===== src/sensor_frame_crc_check_and_convert_core_macros.svh =====
// Assertion macros shared by the sensor frame checker RTL.
`ifndef SENSOR_FRAME_CRC_CHECK_AND_CONVERT_CORE_MACROS_SVH
`define SENSOR_FRAME_CRC_CHECK_AND_CONVERT_CORE_MACROS_SVH
`ifndef ASSERT_OFF
`define SFCC_ASSERT_ALWAYS(lbl, clk, rst, cond) \
  lbl: assert property (@(posedge clk) disable iff (rst) (cond)) \
    else $error("sfcc invariant violated");
`define SFCC_ASSERT_IMP(lbl, clk, rst, ante, cons) \
  lbl: assert property (@(posedge clk) disable iff (rst) (ante) |-> (cons)) \
    else $error("sfcc implication violated");
`define SFCC_ASSERT_NEXT(lbl, clk, rst, ante, cons) \
  lbl: assert property (@(posedge clk) disable iff (rst) (ante) |=> (cons)) \
    else $error("sfcc next-cycle check violated");
`else
`define SFCC_ASSERT_ALWAYS(lbl, clk, rst, cond)
`define SFCC_ASSERT_IMP(lbl, clk, rst, ante, cons)
`define SFCC_ASSERT_NEXT(lbl, clk, rst, ante, cons)
`endif
`endif


===== src/sfcc_pkg.sv =====
// Types, constants and helper functions for the sensor frame checker.
package sfcc_pkg;

  localparam logic [7:0] CRC_POLY = 8'h31;
  localparam logic [7:0] CRC_INIT = 8'hFF;

  // Frame positions
  localparam logic [2:0] POS_HI0  = 3'd0;
  localparam logic [2:0] POS_LO0  = 3'd1;
  localparam logic [2:0] POS_CRC0 = 3'd2;
  localparam logic [2:0] POS_HI1  = 3'd3;
  localparam logic [2:0] POS_LO1  = 3'd4;
  localparam logic [2:0] POS_CRC1 = 3'd5;
  localparam logic [2:0] POS_LAST = POS_CRC1;

  localparam int PROD_W  = 31;
  localparam int CENTI_W = 15;

  localparam logic [PROD_W-1:0] TEMP_SPAN = 31'd17500;
  localparam logic [PROD_W-1:0] HUM_SPAN  = 31'd12500;
  localparam logic signed [CENTI_W:0] TEMP_OFFSET = -16'sd4500;
  localparam logic signed [CENTI_W:0] HUM_OFFSET  = -16'sd600;
  localparam logic [16:0] FULL_SCALE = 17'd65535;

  typedef struct packed {
    logic [15:0] first_word;
    logic [15:0] second_word;
    logic        first_ok;
    logic        second_ok;
  } frame_t;

  // Bytewise CRC-8, MSB first.
  function automatic logic [7:0] crc8_byte(input logic [7:0] crc, input logic [7:0] b);
    logic [7:0] c;
    c = crc ^ b;
    for (int i = 0; i < 8; i++) begin
      c = c[7] ? ({c[6:0], 1'b0} ^ CRC_POLY) : {c[6:0], 1'b0};
    end
    return c;
  endfunction

  // floor(p / 65535): q0 = p >> 16 leaves a remainder below twice the divisor.
  function automatic logic [CENTI_W-1:0] div_full_scale(input logic [PROD_W-1:0] p);
    logic [CENTI_W-1:0] q0;
    logic [16:0]        r;
    q0 = p[PROD_W-1:16];
    r  = {1'b0, p[15:0]} + {2'b00, q0};
    return (r >= FULL_SCALE) ? (q0 + 15'd1) : q0;
  endfunction

  function automatic logic [CENTI_W-1:0] to_centi(input logic [CENTI_W-1:0] q,
                                                 input logic signed [CENTI_W:0] offset);
    logic signed [CENTI_W:0] s;
    s = $signed({1'b0, q}) + offset;
    return s[CENTI_W-1:0];
  endfunction

endpackage


===== src/sfcc_scale.sv =====
// Two-stage conversion pipeline: scale multiply, then divide by full scale and offset.
`include "sensor_frame_crc_check_and_convert_core_macros.svh"
module sfcc_scale (
  input  logic                          clk,
  input  logic                          rst,
  input  logic                          frame_valid,
  output logic                          frame_ready,
  input  sfcc_pkg::frame_t              frame,
  output logic                          out_valid,
  input  logic                          out_ready,
  output logic [15:0]                   first_word,
  output logic [15:0]                   second_word,
  output logic                          first_crc_ok,
  output logic                          second_crc_ok,
  output logic signed [sfcc_pkg::CENTI_W-1:0] temperature_centi,
  output logic signed [sfcc_pkg::CENTI_W-1:0] humidity_centi
);
  import sfcc_pkg::*;

  logic               s1_valid;
  frame_t             s1_frame;
  logic [PROD_W-1:0]  s1_temp_prod;
  logic [PROD_W-1:0]  s1_hum_prod;
  logic               s1_take;

  assign s1_take     = !out_valid || out_ready;
  assign frame_ready = !s1_valid || s1_take;

  always_ff @(posedge clk) begin
    if (rst) begin
      s1_valid <= 1'b0;
    end else if (frame_ready) begin
      s1_valid <= frame_valid;
    end
  end

  always_ff @(posedge clk) begin
    if (frame_valid && frame_ready) begin
      s1_frame     <= frame;
      s1_temp_prod <= TEMP_SPAN * {15'd0, frame.first_word};
      s1_hum_prod  <= HUM_SPAN * {15'd0, frame.second_word};
    end
  end

  always_ff @(posedge clk) begin
    if (rst) begin
      out_valid <= 1'b0;
    end else if (s1_take) begin
      out_valid <= s1_valid;
    end
  end

  always_ff @(posedge clk) begin
    if (s1_valid && s1_take) begin
      first_word        <= s1_frame.first_word;
      second_word       <= s1_frame.second_word;
      first_crc_ok      <= s1_frame.first_ok;
      second_crc_ok     <= s1_frame.second_ok;
      temperature_centi <= $signed(to_centi(div_full_scale(s1_temp_prod), TEMP_OFFSET));
      humidity_centi    <= $signed(to_centi(div_full_scale(s1_hum_prod), HUM_OFFSET));
    end
  end

  `SFCC_ASSERT_NEXT(a_s1_hold, clk, rst, s1_valid && !s1_take, s1_valid && $stable(s1_temp_prod))
  `SFCC_ASSERT_NEXT(a_frame_loaded, clk, rst, frame_valid && frame_ready, s1_valid)
  `SFCC_ASSERT_IMP(a_out_from_s1, clk, rst, $rose(out_valid), $past(s1_valid))

endmodule


===== src/sensor_frame_crc_check_and_convert_core.sv =====
// Top level: sensor reply frame assembler with CRC-8 check and unit conversion.
//
// Input channel (in_valid/in_ready): one beat carries data_byte and frame_start.
// Six beats make a frame: word high, word low, CRC, word high, word low, CRC.
// frame_start forces the beat to byte 0 and drops any partial frame.
// Output channel (out_valid/out_ready): one beat per completed frame with both
// raw words, a CRC-ok flag per word, temperature and humidity in hundredths.
// Throughput: one input beat per cycle while in_ready is high. Bytes 0..4 only update frame state.
// Pipeline: accepting the sixth byte loads the scale multiply stage, then that
// stage loads the divide-by-full-scale and offset result into the output
// register, which raises out_valid.
// Stall: when out_ready is low the result holds in the output register and the
// multiply stage still takes one more frame; in_ready drops only when both
// stages are full.
// Reset (rst, synchronous): frame position returns to byte 0, the CRC to 0xFF,
// and both pipeline stages are emptied.
`include "sensor_frame_crc_check_and_convert_core_macros.svh"
module sensor_frame_crc_check_and_convert_core (
  input  logic               clk,
  input  logic               rst,
  input  logic               in_valid,
  output logic               in_ready,
  input  logic [7:0]         data_byte,
  input  logic               frame_start,
  output logic               out_valid,
  input  logic               out_ready,
  output logic [15:0]        first_word,
  output logic [15:0]        second_word,
  output logic               first_crc_ok,
  output logic               second_crc_ok,
  output logic signed [14:0] temperature_centi,
  output logic signed [14:0] humidity_centi
);
  import sfcc_pkg::*;

  logic [2:0]  byte_position;
  logic [7:0]  running_crc;
  logic [15:0] partial_word;
  logic [15:0] held_first_word;
  logic        held_first_ok;

  logic        restart;
  logic [2:0]  pos_eff;
  logic [7:0]  crc_eff;
  logic [7:0]  crc_next;
  logic        accept;
  logic        frame_valid;
  logic        frame_ready;
  frame_t      frame;

  assign restart  = frame_start || (byte_position > POS_LAST);
  assign pos_eff  = restart ? POS_HI0 : byte_position;
  assign crc_eff  = restart ? CRC_INIT : running_crc;
  assign crc_next = crc8_byte(crc_eff, data_byte);

  assign in_ready    = frame_ready;
  assign accept      = in_valid && in_ready;
  assign frame_valid = in_valid && (pos_eff == POS_CRC1);

  assign frame.first_word  = held_first_word;
  assign frame.second_word = partial_word;
  assign frame.first_ok    = held_first_ok;
  assign frame.second_ok   = (crc_eff == data_byte);

  always_ff @(posedge clk) begin
    if (rst) begin
      byte_position   <= POS_HI0;
      running_crc     <= CRC_INIT;
      partial_word    <= 16'd0;
      held_first_word <= 16'd0;
      held_first_ok   <= 1'b0;
    end else if (accept) begin
      unique case (pos_eff)
        POS_HI0, POS_HI1: begin
          partial_word  <= {data_byte, 8'h00};
          running_crc   <= crc_next;
          byte_position <= pos_eff + 3'd1;
        end
        POS_LO0, POS_LO1: begin
          partial_word  <= partial_word | {8'h00, data_byte};
          running_crc   <= crc_next;
          byte_position <= pos_eff + 3'd1;
        end
        POS_CRC0: begin
          held_first_word <= partial_word;
          held_first_ok   <= (crc_eff == data_byte);
          running_crc     <= CRC_INIT;
          byte_position   <= POS_HI1;
        end
        POS_CRC1: begin
          running_crc   <= CRC_INIT;
          byte_position <= POS_HI0;
        end
        default: begin
          byte_position <= POS_HI0;
          running_crc   <= CRC_INIT;
        end
      endcase
    end
  end

  sfcc_scale u_scale (
    .clk               (clk),
    .rst               (rst),
    .frame_valid       (frame_valid),
    .frame_ready       (frame_ready),
    .frame             (frame),
    .out_valid         (out_valid),
    .out_ready         (out_ready),
    .first_word        (first_word),
    .second_word       (second_word),
    .first_crc_ok      (first_crc_ok),
    .second_crc_ok     (second_crc_ok),
    .temperature_centi (temperature_centi),
    .humidity_centi    (humidity_centi)
  );

  `SFCC_ASSERT_ALWAYS(a_pos_range, clk, rst, byte_position <= POS_LAST)
  `SFCC_ASSERT_NEXT(a_crc_restart, clk, rst, accept && (pos_eff == POS_CRC1), running_crc == CRC_INIT)
  `SFCC_ASSERT_IMP(a_ready_when_out_empty, clk, rst, !out_valid, in_ready)

endmodule

===== config.mk =====
export PLATFORM = sky130hd
export DESIGN_NAME = sensor_frame_crc_check_and_convert_core
export DESIGN_NICKNAME = d
export VERILOG_FILES = /design/src/sfcc_pkg.sv /design/src/sfcc_scale.sv /design/src/sensor_frame_crc_check_and_convert_core.sv
export VERILOG_INCLUDE_DIRS = /design/src /design/src/src
export SDC_FILE = /design/constraint.sdc
export NUM_CORES = 1
export LEC_CHECK = 0
export ABC_CLOCK_PERIOD_IN_PS = 6000
export BUFFER_PORTS_ARGS = -buffer_cell sky130_fd_sc_hd__buf_2
export CORE_MARGIN = 2
export CORE_UTILIZATION = 55
export CTS_CLUSTER_DIAMETER = 100
export DETAILED_ROUTE_END_ITERATION = 12
export GPL_TIMING_DRIVEN = 0
export PLACE_DENSITY = 0.73
export SLEW_MARGIN = 10
export SYNTH_ARGS = -nofsm -noshare
export SYNTH_HDL_FRONTEND = slang
export SYNTH_SLANG_ARGS = --single-unit

===== constraint.sdc =====
create_clock -name clk -period 6 [get_ports clk]
set_clock_uncertainty 0.05 [all_clocks]
set_input_delay 0.9 -clock clk [delete_from_list [all_inputs] [get_ports clk]]
set_output_delay 0.9 -clock clk [all_outputs]
set_load 0.02 [all_outputs]

==> results of run 1 <==
==> registers in the layout, indices dropped and copies added, names as in the netlist, 16 cells and up <==
register	count
u_scale.first_word	16
u_scale.second_word	16
held_first_word	16
u_scale.s1_hum_prod	26
u_scale.s1_frame	34
u_scale.s1_temp_prod	28
partial_word	16
==> worst max-delay path, cell delays in order (launching register included) <==
cell	delay [ns]
dfxtp_2	0.41
ha_1	0.31
inv_1	0.05
fa_1	0.49
inv_1	0.04
ha_1	0.29
ha_1	0.27
inv_1	0.05
fa_1	0.53
inv_1	0.07
fa_1	0.45
a21o_1	0.19
a21oi_1	0.23
o21bai_1	0.09
a21o_1	0.20
a21oi_1	0.25
o211ai_1	0.20
a31oi_1	0.24
o2111ai_1	0.23
a31oi_1	0.26
o21bai_1	0.14
a211o_1	0.28
xor2_1	0.14
==> where the power goes <==
group	total, mW	switching, mW	leakage [nW]	internal [mW]
clock network	1.20	0.626	0.300	0.578
logic	0.567	0.316	6.12	0.250
registers	1.53	0.0350	1.90	1.50
==> stage by stage <==
stage          worst slack [ns]  setup TNS, ns
6_report                  0.264              0
3_3_place_gp            -0.0952          -5.25
4_1_cts                  0.0904              0
5_1_grt                 0.00126              0
3_5_place_dp            -0.0388        -0.0388
2_1_floorplan             0.733              0
==> layout make-up <==
class	count	area [um^2]
Fill cell	2316	11100
Timing Repair Buffer	78	450
Multi-Input combinational cell	1085	9480
Clock buffer	17	425
Tap cell	384	480
Buffer	36	151
Clock inverter	15	189
Sequential cell	198	5490
Inverter	261	982
==> worst max path at each step <==
stage / endpoint / slack (ns) / cells after the start
6_report: u_scale.s1_temp_prod[28] / 0.26 / 22
4_1_cts: u_scale.s1_temp_prod[29] / 0.09 / 22
3_3_place_gp: u_scale.humidity_centi[14] / -0.1 / 3
3_5_place_dp: u_scale.s1_temp_prod[29] / -0.04 / 22
5_1_grt: u_scale.s1_temp_prod[28] / 0.001 / 22
2_1_floorplan: u_scale.s1_temp_prod[29] / 0.73 / 22
==> cells in the final DEF (no fill, tap or decap), drive strengths merged, types with 19 or more instances in the layout <==
| cell type | count |
|---|---|
| nand2 | 96 |
| a21oi | 89 |
| xnor2 | 78 |
| nand3 | 37 |
| nand2b | 20 |
| nor2 | 92 |
| xor2 | 29 |
| inv | 271 |
| dfxtp | 46 |
| fa | 91 |
| ha | 231 |
| clkbuf | 47 |
| a21o | 19 |
| nor3 | 26 |
| edfxtp | 152 |
| o21ai | 49 |
| buf | 84 |
==> cell families after synthesis <==
group,synth area share (%)
buffers and inverters,7.03
AO/OA/AOI/OAI,11.7
XOR/XNOR,5.83
flip-flops,34.1
adder cells (fa/ha/maj),29.4
multiplexers,1.05
AND/OR/NAND/NOR,10.9
==> repair_timing <==
item,4_1_cts,5_1_grt
pin swaps,0,2
setup endpoints to repair,1,4
resized for setup,3,3
==> layer usage <==
| metal | routed length (um) | vias to the layer above | share of wire, % |
|---|---|---|---|
| met5 | 0 | - | 0 |
| met4 | 522 | 0 | 1.6 |
| met2 | 15100 | 324 | 46 |
| met1 | 15700 | 5461 | 47 |
| li1 | - | 5664 | - |
| met3 | 1720 | 40 | 5.2 |
==> run metrics, run 1 <==
Synth area leader=edfxtp_1; Nets=2,012; vias in the first global route=11,100; fin util=61.3%; total grt overflow=0; cell with the most instances after synthesis=inv_1; worst hold endpoint=u_scale.second_word[3]; Fmax achieved=0.174 GHz; final setup vio count=0; Worst-Margin Slew=0.831 ns; Async S/R FF share, synth=0%; hold_ws=0.373 ns; PnR Total Power=3.30 mW; power per cell area=187 nW/um^2; total setup buffers inserted after CTS=0; initial antenna violation count=0; type of origin of the critical path=register; # H-tree levels=4; final hold vios=0; DR iter-0 viols=690; DIE WIDTH=175 um; R2R setup slack=0.26 ns; synthesized net count=1,915; Crit Path Max Fanout=7; fin cells=2,074; RR Endpoint=u_scale.s1_temp_prod[28]; die footprint=30,600 um^2; Area after DPL=17,000 um^2; Slew headroom=44.6%; total track usage=22.2%; I/O pin count=79; WL final=33,000 um; Leak Pwr=8.31 nW; Main synth FF type=edfxtp_1; final slew viol count=0; RR Startpoint=held_first_word[3]; largest net degree at the start of global routing=68; synthesized area=16,100 um^2; clock latency at the later pin of the worst-skew pair=0.45 ns; status=finished clean; met1 Use GR=31.7%; ANT cells=0; initial core utilization=55.9%; RSZ-0062 raised after global routing=no; Worst Path Arrival=5.88 ns; met3 Use GR=2.89%; CTS tree=built; Bufs on Longest Clock Path=2; port buffer count=75; via count of the routed design=11,500; first-pass GRT wire length=54,800 um; DRC viols=0; fin area=17,600 um^2; Post-Syn Area per Cell=10.2 um^2; EDFF count, synth=152; Hold Buf Count CTS=0; Area contributors post-synth=edfxtp_1, ha_1, fa_1, inv_1, dfxtp_1; register area share after synthesis=34.1%; worst min path class=register to register; maxcap violations=0; VDD IR max=0.000167 V; Syn Inst Count=1,580; global routing's busiest layer=met2; top cells by count, synth=inv_1, ha_1, edfxtp_1; DPL Wire Length=25,500 um; area fraction of the dominant cell type after synthesis=28.4%; global placement routability congestion=0.912; fin crit period=5.74 ns; CTS Root Cell=clkbuf_16; CP required=6.15 ns; Synth warnings=0; DR WL/cell=15.9 um; hold_sp=u_scale.s1_frame[5]; first-pass detailed-route iteration total=5; R2R cell count=22; Period Utilization, post-route=95.6%; # rows=62; Crit Path Category=register to register; Hold Path Depth=0; layout cells sized above 1=8.64%; cts bufs inserted=17; post-synth cell types=84; clk sink count=198; global-route met2 utilization=35.7%; post-route antenna net violation count=0; Placed Instances=2,042; Area Overhead vs Synth=9.72%; Die H=175 um; Yosys reg bits=198; clock slew seen by the registers of the worst setup and hold paths=0.09 ns; CP endpoint kind=register; launch point of the critical path=held_first_word[3]; CORE AREA=28,800 um^2; number of vias per cell=5.54
(Power assumes the default switching activity.)
==> run 2, diff against run 1 <==
Settings changed: SETUP_SLACK_MARGIN set to 0.3.
==> run metrics, run 2 (same netlist as run 1, synthesis figures left out) <==
Die H=175 um (unchanged); Period Utilization, post-route=91.6% (was 95.6%); type of origin of the critical path=register (unchanged); clock latency at the later pin of the worst-skew pair=0.45 ns (about the same); RR Startpoint=held_first_word[3] (unchanged); WL final=33,100 um (was 33,000 um); Pint=2.33 mW (about the same); die footprint=30,600 um^2 (unchanged); Crit Path Max Fanout=7 (unchanged); CP dominant cell by count=inv_1 (unchanged); DR iter-0 viols=704 (was 690); final setup vio count=0 (unchanged); clock share of power=36.4% (about the same); top flop regs=u_scale.s1_frame (34), u_scale.s1_temp_prod (28), u_scale.s1_hum_prod (26) (unchanged); most frequent cells in the layout=inv_1, ha_1, edfxtp_1, nand2_1, nor2_1 (unchanged); worst hold endpoint=u_scale.second_word[3] (unchanged); # rows=62 (unchanged); slowest stage cell, crit path=fa_1 (unchanged); most common cell after layout, fill and taps aside=inv_1 (unchanged); total grt overflow=0 (unchanged); DIE WIDTH=175 um (unchanged); CP required=6.14 ns (was 6.15 ns); I/O pin count=79 (unchanged); sequential share of power=46.4% (about the same); RSZ-0062 raised after global routing=no (unchanged); port buffer count=75 (unchanged); CORE AREA=28,800 um^2 (unchanged); DRC viols=0 (unchanged); CTS tree=built (unchanged); post-route antenna net violation count=0 (unchanged); initial core utilization=55.9% (unchanged); Worst Path Arrival=5.64 ns (was 5.88 ns); Hold Path Depth=0 (unchanged); initial antenna violation count=0 (unchanged); fin cells=2,078 (was 2,074); final hold vios=0 (unchanged); worst min path class=register to register (unchanged); Worst-Margin Slew=0.831 ns (about the same); Sum Neg Setup Slack=0 ns (unchanged); switching share of power=29.6% (about the same); RR Endpoint=u_scale.s1_temp_prod[28] (unchanged); # H-tree levels=4 (unchanged); FILL cells=2,310 (was 2,316); ANT cells=0 (unchanged); Leak Pwr=8.34 nW (was 8.31 nW); total track usage=22.2% (about the same); hold_sp=u_scale.s1_frame[5] (unchanged); R2R cell count=22 (unchanged); maxcap violations=0 (unchanged); CP Cell Sequence=ha_1 > inv_1 > fa_1 > inv_1 > ha_1 > ha_1 > inv_1 > fa_1 > inv_1 > fa_1 > a21o_1 > a21oi_2 > o21bai_1 > a21o_1 > a21oi_2 > o211ai_1 > a31oi_1 > o2111ai_2 > a31oi_1 > o21bai_1 > a211o_1 > xor2_1 (was ha_1 > inv_1 > fa_1 > inv_1 > ha_1 > ha_1 > inv_1 > fa_1 > inv_1 > fa_1 > a21o_1 > a21oi_1 > o21bai_1 > a21o_1 > a21oi_1 > o211ai_1 > a31oi_1 > o2111ai_1 > a31oi_1 > o21bai_1 > a211o_1 > xor2_1); CP endpoint kind=register (unchanged); power per cell area=187 nW/um^2 (about the same); cts bufs inserted=17 (unchanged); clock slew seen by the registers of the worst setup and hold paths=0.09 ns (about the same); DPL Wire Length=25,500 um (unchanged); logic gate share of total power=17.2% (was 17.1%); first-pass GRT wire length=54,700 um (was 54,800 um); Nets=2,016 (was 2,012); fin crit period=5.49 ns (was 5.74 ns); Area Overhead vs Synth=10.1% (was 9.72%); layout cells sized above 1=9.27% (was 8.64%); PnR Total Power=3.31 mW (was 3.30 mW); Placed Instances=2,042 (unchanged); status=finished clean (unchanged); CTS Root Cell=clkbuf_16 (unchanged); final slew viol count=0 (unchanged); Bufs on Longest Clock Path=2 (unchanged); clk sink count=198 (unchanged); DR WL/cell=15.9 um (about the same); R2R setup slack=0.51 ns (was 0.26 ns); Slew headroom=44.6% (about the same); Crit Path Category=register to register (unchanged); hold_ws=0.373 ns (about the same); Area after DPL=17,000 um^2 (unchanged); Sw Pwr=0.978 mW (was 0.977 mW); max reg flops=34 (unchanged); global placement routability congestion=0.912 (unchanged); largest net degree at the start of global routing=68 (unchanged); Fmax achieved=0.182 GHz (was 0.174 GHz); first-pass detailed-route iteration total=6 (was 5); via count of the routed design=11,500 (about the same); number of vias per cell=5.54 (about the same); VDD IR max=0.000168 V (was 0.000167 V); fin area=17,700 um^2 (was 17,600 um^2); vias in the first global route=11,100 (about the same); Reg with most FFs=u_scale.s1_frame (unchanged); Worst path max stage delay=0.53 ns (about the same)
## run 2: changes by cell type in the layout (fill, tap and decap cells not counted), moves of 2 or more
| cell | change |
|---|---|
| a21oi_1 | -2 |
| a21oi_2 | +2 |
| buf_4 | +4 |
| dfxtp_1 | -2 |
| dfxtp_4 | +2 |
## run 2: metrics by stage
stage	utilization, %	worst slack (ns)
2_1_floorplan	-	0.733
3_3_place_gp	58.9	-0.0952
3_5_place_dp	59.2	-0.0388
4_1_cts	61.4	0.300
5_1_grt	61.5	0.309
6_report	61.5	0.507
## run 2: worst max-delay path by stage
stage / from / end / slack, ns / cells after the start
after floorplan: held_first_word[3] / u_scale.s1_temp_prod[29] / 0.73 / 22
after global placement: out_ready / u_scale.humidity_centi[14] / -0.1 / 3
after detailed placement: held_first_word[4] / u_scale.s1_temp_prod[29] / -0.04 / 22
after CTS: held_first_word[4] / u_scale.s1_temp_prod[29] / 0.30 / 22
after global routing: held_first_word[3] / u_scale.s1_temp_prod[28] / 0.31 / 22
final: held_first_word[3] / u_scale.s1_temp_prod[28] / 0.51 / 22
## run 2: metal layers
metal	GRT usage [%]	vias up	part of all wire (%)
met4	6.22	0	1.6
met1	31.6	5468	48
li1	-	5670	-
met5	0	-	0
met3	2.94	37	4.8
met2	35.7	332	46
## run 2: cell type report
class	instances	area [um^2]	share of cell area, %
clock inverters	15	189	1.07
clock buffers	17	425	2.40
plain buffers	36	151	0.855
repair buffers	82	480	2.71
well taps	384	480	2.71
multi-input cells	1085	9510	53.7
flip-flops and latches	198	5500	31.0
inverters	261	982	5.54
## run 2: worst max-delay path, delay by kind of cell, from the launching register on
family	cells	cell delay, ns
AO/OA/AOI/OAI	11	2.09
XOR/XNOR	1	0.14
buffers and inverters	4	0.21
flip-flops	1	0.41
adder cells (fa/ha/maj)	6	2.32
## run 2: power by group through the flow
stage                     Clock, mW  Sequential (mW)  Combinational, mW
after floorplan                   0             1.55              0.450
after global placement            0             1.56              0.540
after detailed placement          0             1.57              0.555
after CTS                      1.22             1.53              0.570
after global routing           1.27             1.54              0.652
final                          1.20             1.53              0.568
## run 2: repair_timing
| item | in CTS | in global routing |
|---|---|---|
| gates resized for setup | 6 | 10 |
| endpoints found under the hold margin | 0 | 0 |
| pin swaps | 1 | 5 |
| setup buffers | 1 | 3 |
| hold buffers | 0 | 0 |
| setup endpoints to repair | 6 | 8 |
==> run 3, diff against run 2 <==
Settings changed: SYNTH_HIERARCHICAL set to 1.
==> run metrics, run 3 <==
status=finished clean (unchanged); Synth warnings=6 (was 0); logic gate share of total power=17.7% (was 17.2%); Async S/R FF share, synth=0% (unchanged); type of origin of the critical path=register (unchanged); largest net degree at the start of global routing=52 (was 68); clock share of power=35.0% (was 36.4%); WL final=33,000 um (was 33,100 um); Crit Path Category=register to register (unchanged); Main synth FF type=edfxtp_1 (unchanged); Area Overhead vs Synth=11.1% (was 10.1%); total track usage=22.1% (was 22.2%); port buffer count=78 (was 75); maxcap violations=0 (unchanged); Worst-Margin Slew=0.666 ns (was 0.831 ns); switching share of power=28.7% (was 29.6%); Yosys reg bits=198 (unchanged); post-synth cell types=88 (was 84); DRC viols=0 (unchanged); most common cell after layout, fill and taps aside=inv_1 (unchanged); ANT cells=0 (unchanged); Area contributors post-synth=edfxtp_1, ha_1, fa_1, dfxtp_1, inv_1 (was edfxtp_1, ha_1, fa_1, inv_1, dfxtp_1); sequential share of power=47.3% (was 46.4%); fin crit period=5.50 ns (was 5.49 ns); Post-Syn Area per Cell=10.4 um^2 (was 10.2 um^2); synthesized net count=1,859 (was 1,915); Pint=2.31 mW (was 2.33 mW); CORE AREA=28,500 um^2 (was 28,800 um^2); synthesized area=15,900 um^2 (was 16,100 um^2); RSZ-0062 raised after global routing=yes (was no); final setup vio count=0 (unchanged); first-pass GRT wire length=53,500 um (was 54,700 um); CP endpoint kind=register (unchanged); final hold vios=0 (unchanged); DIE WIDTH=174 um (was 175 um); Critical Path End=u_scale/s1_temp_prod[25] (was u_scale.s1_temp_prod[28]); vias in the first global route=10,800 (was 11,100); Sum Neg Setup Slack=0 ns (unchanged); clk sink count=198 (unchanged); final slew viol count=0 (unchanged); initial core utilization=55.6% (was 55.9%); cts bufs inserted=17 (unchanged); fin area=17,600 um^2 (was 17,700 um^2); RR Endpoint=u_scale/s1_temp_prod[25] (was u_scale.s1_temp_prod[28]); # rows=62 (unchanged); Hold Buf Count CTS=0 (unchanged); Slew headroom=55.0% (was 44.6%); Bufs on Longest Clock Path=2 (unchanged); EDFF count, synth=152 (unchanged); Syn Inst Count=1,524 (was 1,580); CTS tree=built (unchanged); DR iter-0 viols=599 (was 704); number of vias per cell=5.47 (was 5.54); initial antenna violation count=0 (unchanged); first-pass detailed-route iteration total=5 (was 6); power per cell area=183 nW/um^2 (was 187 nW/um^2); layout cells sized above 1=12.5% (was 9.27%); PnR Total Power=3.24 mW (was 3.31 mW); Leak Pwr=8.20 nW (was 8.34 nW); via count of the routed design=11,100 (was 11,500); clock slew seen by the registers of the worst setup and hold paths=0.08 ns (was 0.09 ns); hold_sp=u_scale/s1_frame[30] (was u_scale.s1_frame[5]); post-route antenna net violation count=0 (unchanged); cell with the most instances after synthesis=inv_1 (unchanged); Worst path max stage delay=0.49 ns (was 0.53 ns); RR Startpoint=held_first_word[4] (was held_first_word[3]); Crit Path Max Fanout=5 (was 7); global placement routability congestion=0.898 (was 0.912); clock latency at the later pin of the worst-skew pair=0.44 ns (was 0.45 ns); R2R setup slack=0.50 ns (was 0.51 ns); Sw Pwr=0.927 mW (was 0.978 mW); top cells by count, synth=inv_1, ha_1, edfxtp_1 (unchanged); most frequent cells in the layout=inv_1, ha_1, edfxtp_1, nand2_1, fa_1 (was inv_1, ha_1, edfxtp_1, nand2_1, nor2_1); CTS Root Cell=clkbuf_16 (unchanged); R2R cell count=23 (was 22); total grt overflow=0 (unchanged); Fmax achieved=0.182 GHz (about the same); slowest stage cell, crit path=fa_1 (unchanged); Die H=174 um (was 175 um); Worst Path Arrival=5.63 ns (was 5.64 ns); area fraction of the dominant cell type after synthesis=28.8% (was 28.4%); die footprint=30,200 um^2 (was 30,600 um^2); DR WL/cell=16.2 um (was 15.9 um); register area share after synthesis=34.6% (was 34.1%); VDD IR max=0.000153 V (was 0.000168 V); Synth area leader=edfxtp_1 (unchanged); launch point of the critical path=held_first_word[4] (was held_first_word[3]); CP required=6.13 ns (was 6.14 ns); Area after DPL=16,800 um^2 (was 17,000 um^2); # H-tree levels=4 (unchanged); max reg flops=34 (unchanged); DPL Wire Length=25,500 um (about the same); top flop regs=u_scale/s1_frame (34), u_scale/s1_temp_prod (28), u_scale/s1_hum_prod (26) (was u_scale.s1_frame (34), u_scale.s1_temp_prod (28), u_scale.s1_hum_prod (26)); Period Utilization, post-route=91.7% (was 91.6%); CP Cell Sequence=ha_1 > inv_1 > fa_1 > inv_1 > ha_1 > ha_1 > inv_1 > fa_1 > inv_2 > ha_1 > a21o_1 > a21oi_2 > o21bai_1 > a21oi_2 > o21bai_1 > a211o_1 > a2111oi_4 > nor3_4 > o41ai_4 > a21oi_2 > a21o_1 > a21oi_2 > xnor2_1 (was ha_1 > inv_1 > fa_1 > inv_1 > ha_1 > ha_1 > inv_1 > fa_1 > inv_1 > fa_1 > a21o_1 > a21oi_2 > o21bai_1 > a21o_1 > a21oi_2 > o211ai_1 > a31oi_1 > o2111ai_2 > a31oi_1 > o21bai_1 > a211o_1 > xor2_1); Reg with most FFs=u_scale/s1_frame (was u_scale.s1_frame); worst min path class=register to register (unchanged); Nets=1,973 (was 2,016); I/O pin count=79 (unchanged)
[run 3: cell types whose count changed in the layout (fill, tap and decap cells not counted), sizes merged, moves of 6 or more]
cell / previous run / this run
a211oi: 11 / 20
o31ai: 9 / 3
nor3: 26 / 34
nand3: 37 / 25
clkbuf: 47 / 40
o211ai: 11 / 4
xnor2: 78 / 67
nor4: 14 / 6
buf: 88 / 105
nor2: 92 / 86
inv: 271 / 251
a21oi: 89 / 79
nand2b: 20 / 13
o41ai: 1 / 7
[run 3: final cells by class]
class,instances,area (um^2)
timing repair buffer,95,571
fill,2390,10900
clock buffer,17,425
buffer,33,191
inverter,239,897
clock inverter,15,153
sequential,198,5510
tap,384,480
multi-input combinational,1054,9410
[run 3: how the worst min path moves through the flow]
stage,depth (start not counted),slack (ns),end
floorplan,0,0.35,u_scale/first_crc_ok
global placement,0,0.35,u_scale/first_word[14]
detailed placement,0,0.35,u_scale/first_word[1]
CTS,0,0.37,u_scale/second_word[2]
global route,0,0.38,u_scale/second_word[6]
finish,0,0.37,u_scale/first_word[12]
[run 3: per-stage QoR]
step | utilization (%) | hold WS [ns] | setup WS (ns) | std cells
after floorplan | - | 0.350 | 0.406 | 1524
after global placement | 58.7 | 0.352 | -0.265 | 1986
after detailed placement | 59.0 | 0.355 | -0.303 | 1989
after CTS | 61.2 | 0.372 | 0.301 | 2021
after global routing | 61.8 | 0.377 | 0.235 | 2035
final | 61.8 | 0.369 | 0.500 | 2035
[run 3: critical path: cells and delay by family, from the launching register on]
kind / cells / cell delay, ns
simple gates: 1 / 0.08
flops: 1 / 0.37
compound gates: 11 / 2.30
xor+xnor: 1 / 0.09
fa+ha+maj: 6 / 2.12
buf+inv: 4 / 0.19
[run 3: repair_timing]
item,in CTS,in global routing
buffers inserted,0,14
endpoints found under the setup margin,9,13
pin swaps,1,18
resized for setup,13,27
[run 3: metal layers]
layer,track usage [%],part of all wire [%]
met5,0,0
met1,31.1,48
met4,5.46,1.5
met3,3.26,4.6
met2,36.0,46
[run 3: kinds of logic after synthesis]
| kind of cell | share of synthesized area [%] |
|---|---|
| AND/OR/NAND/NOR | 11.0 |
| adder cells (fa/ha/maj) | 29.7 |
| buffers and inverters | 6.86 |
| AO/OA/AOI/OAI | 10.9 |
| flip-flops | 34.6 |
| XOR/XNOR | 5.65 |
| multiplexers | 1.23 |
[run 3: power groups by stage]
stage	logic (mW)	registers, mW	clock network, mW
after floorplan	0.438	1.55	0
after global placement	0.540	1.56	0
after detailed placement	0.555	1.56	0
after CTS	0.566	1.53	1.16
after global routing	0.654	1.53	1.20
final	0.572	1.53	1.13
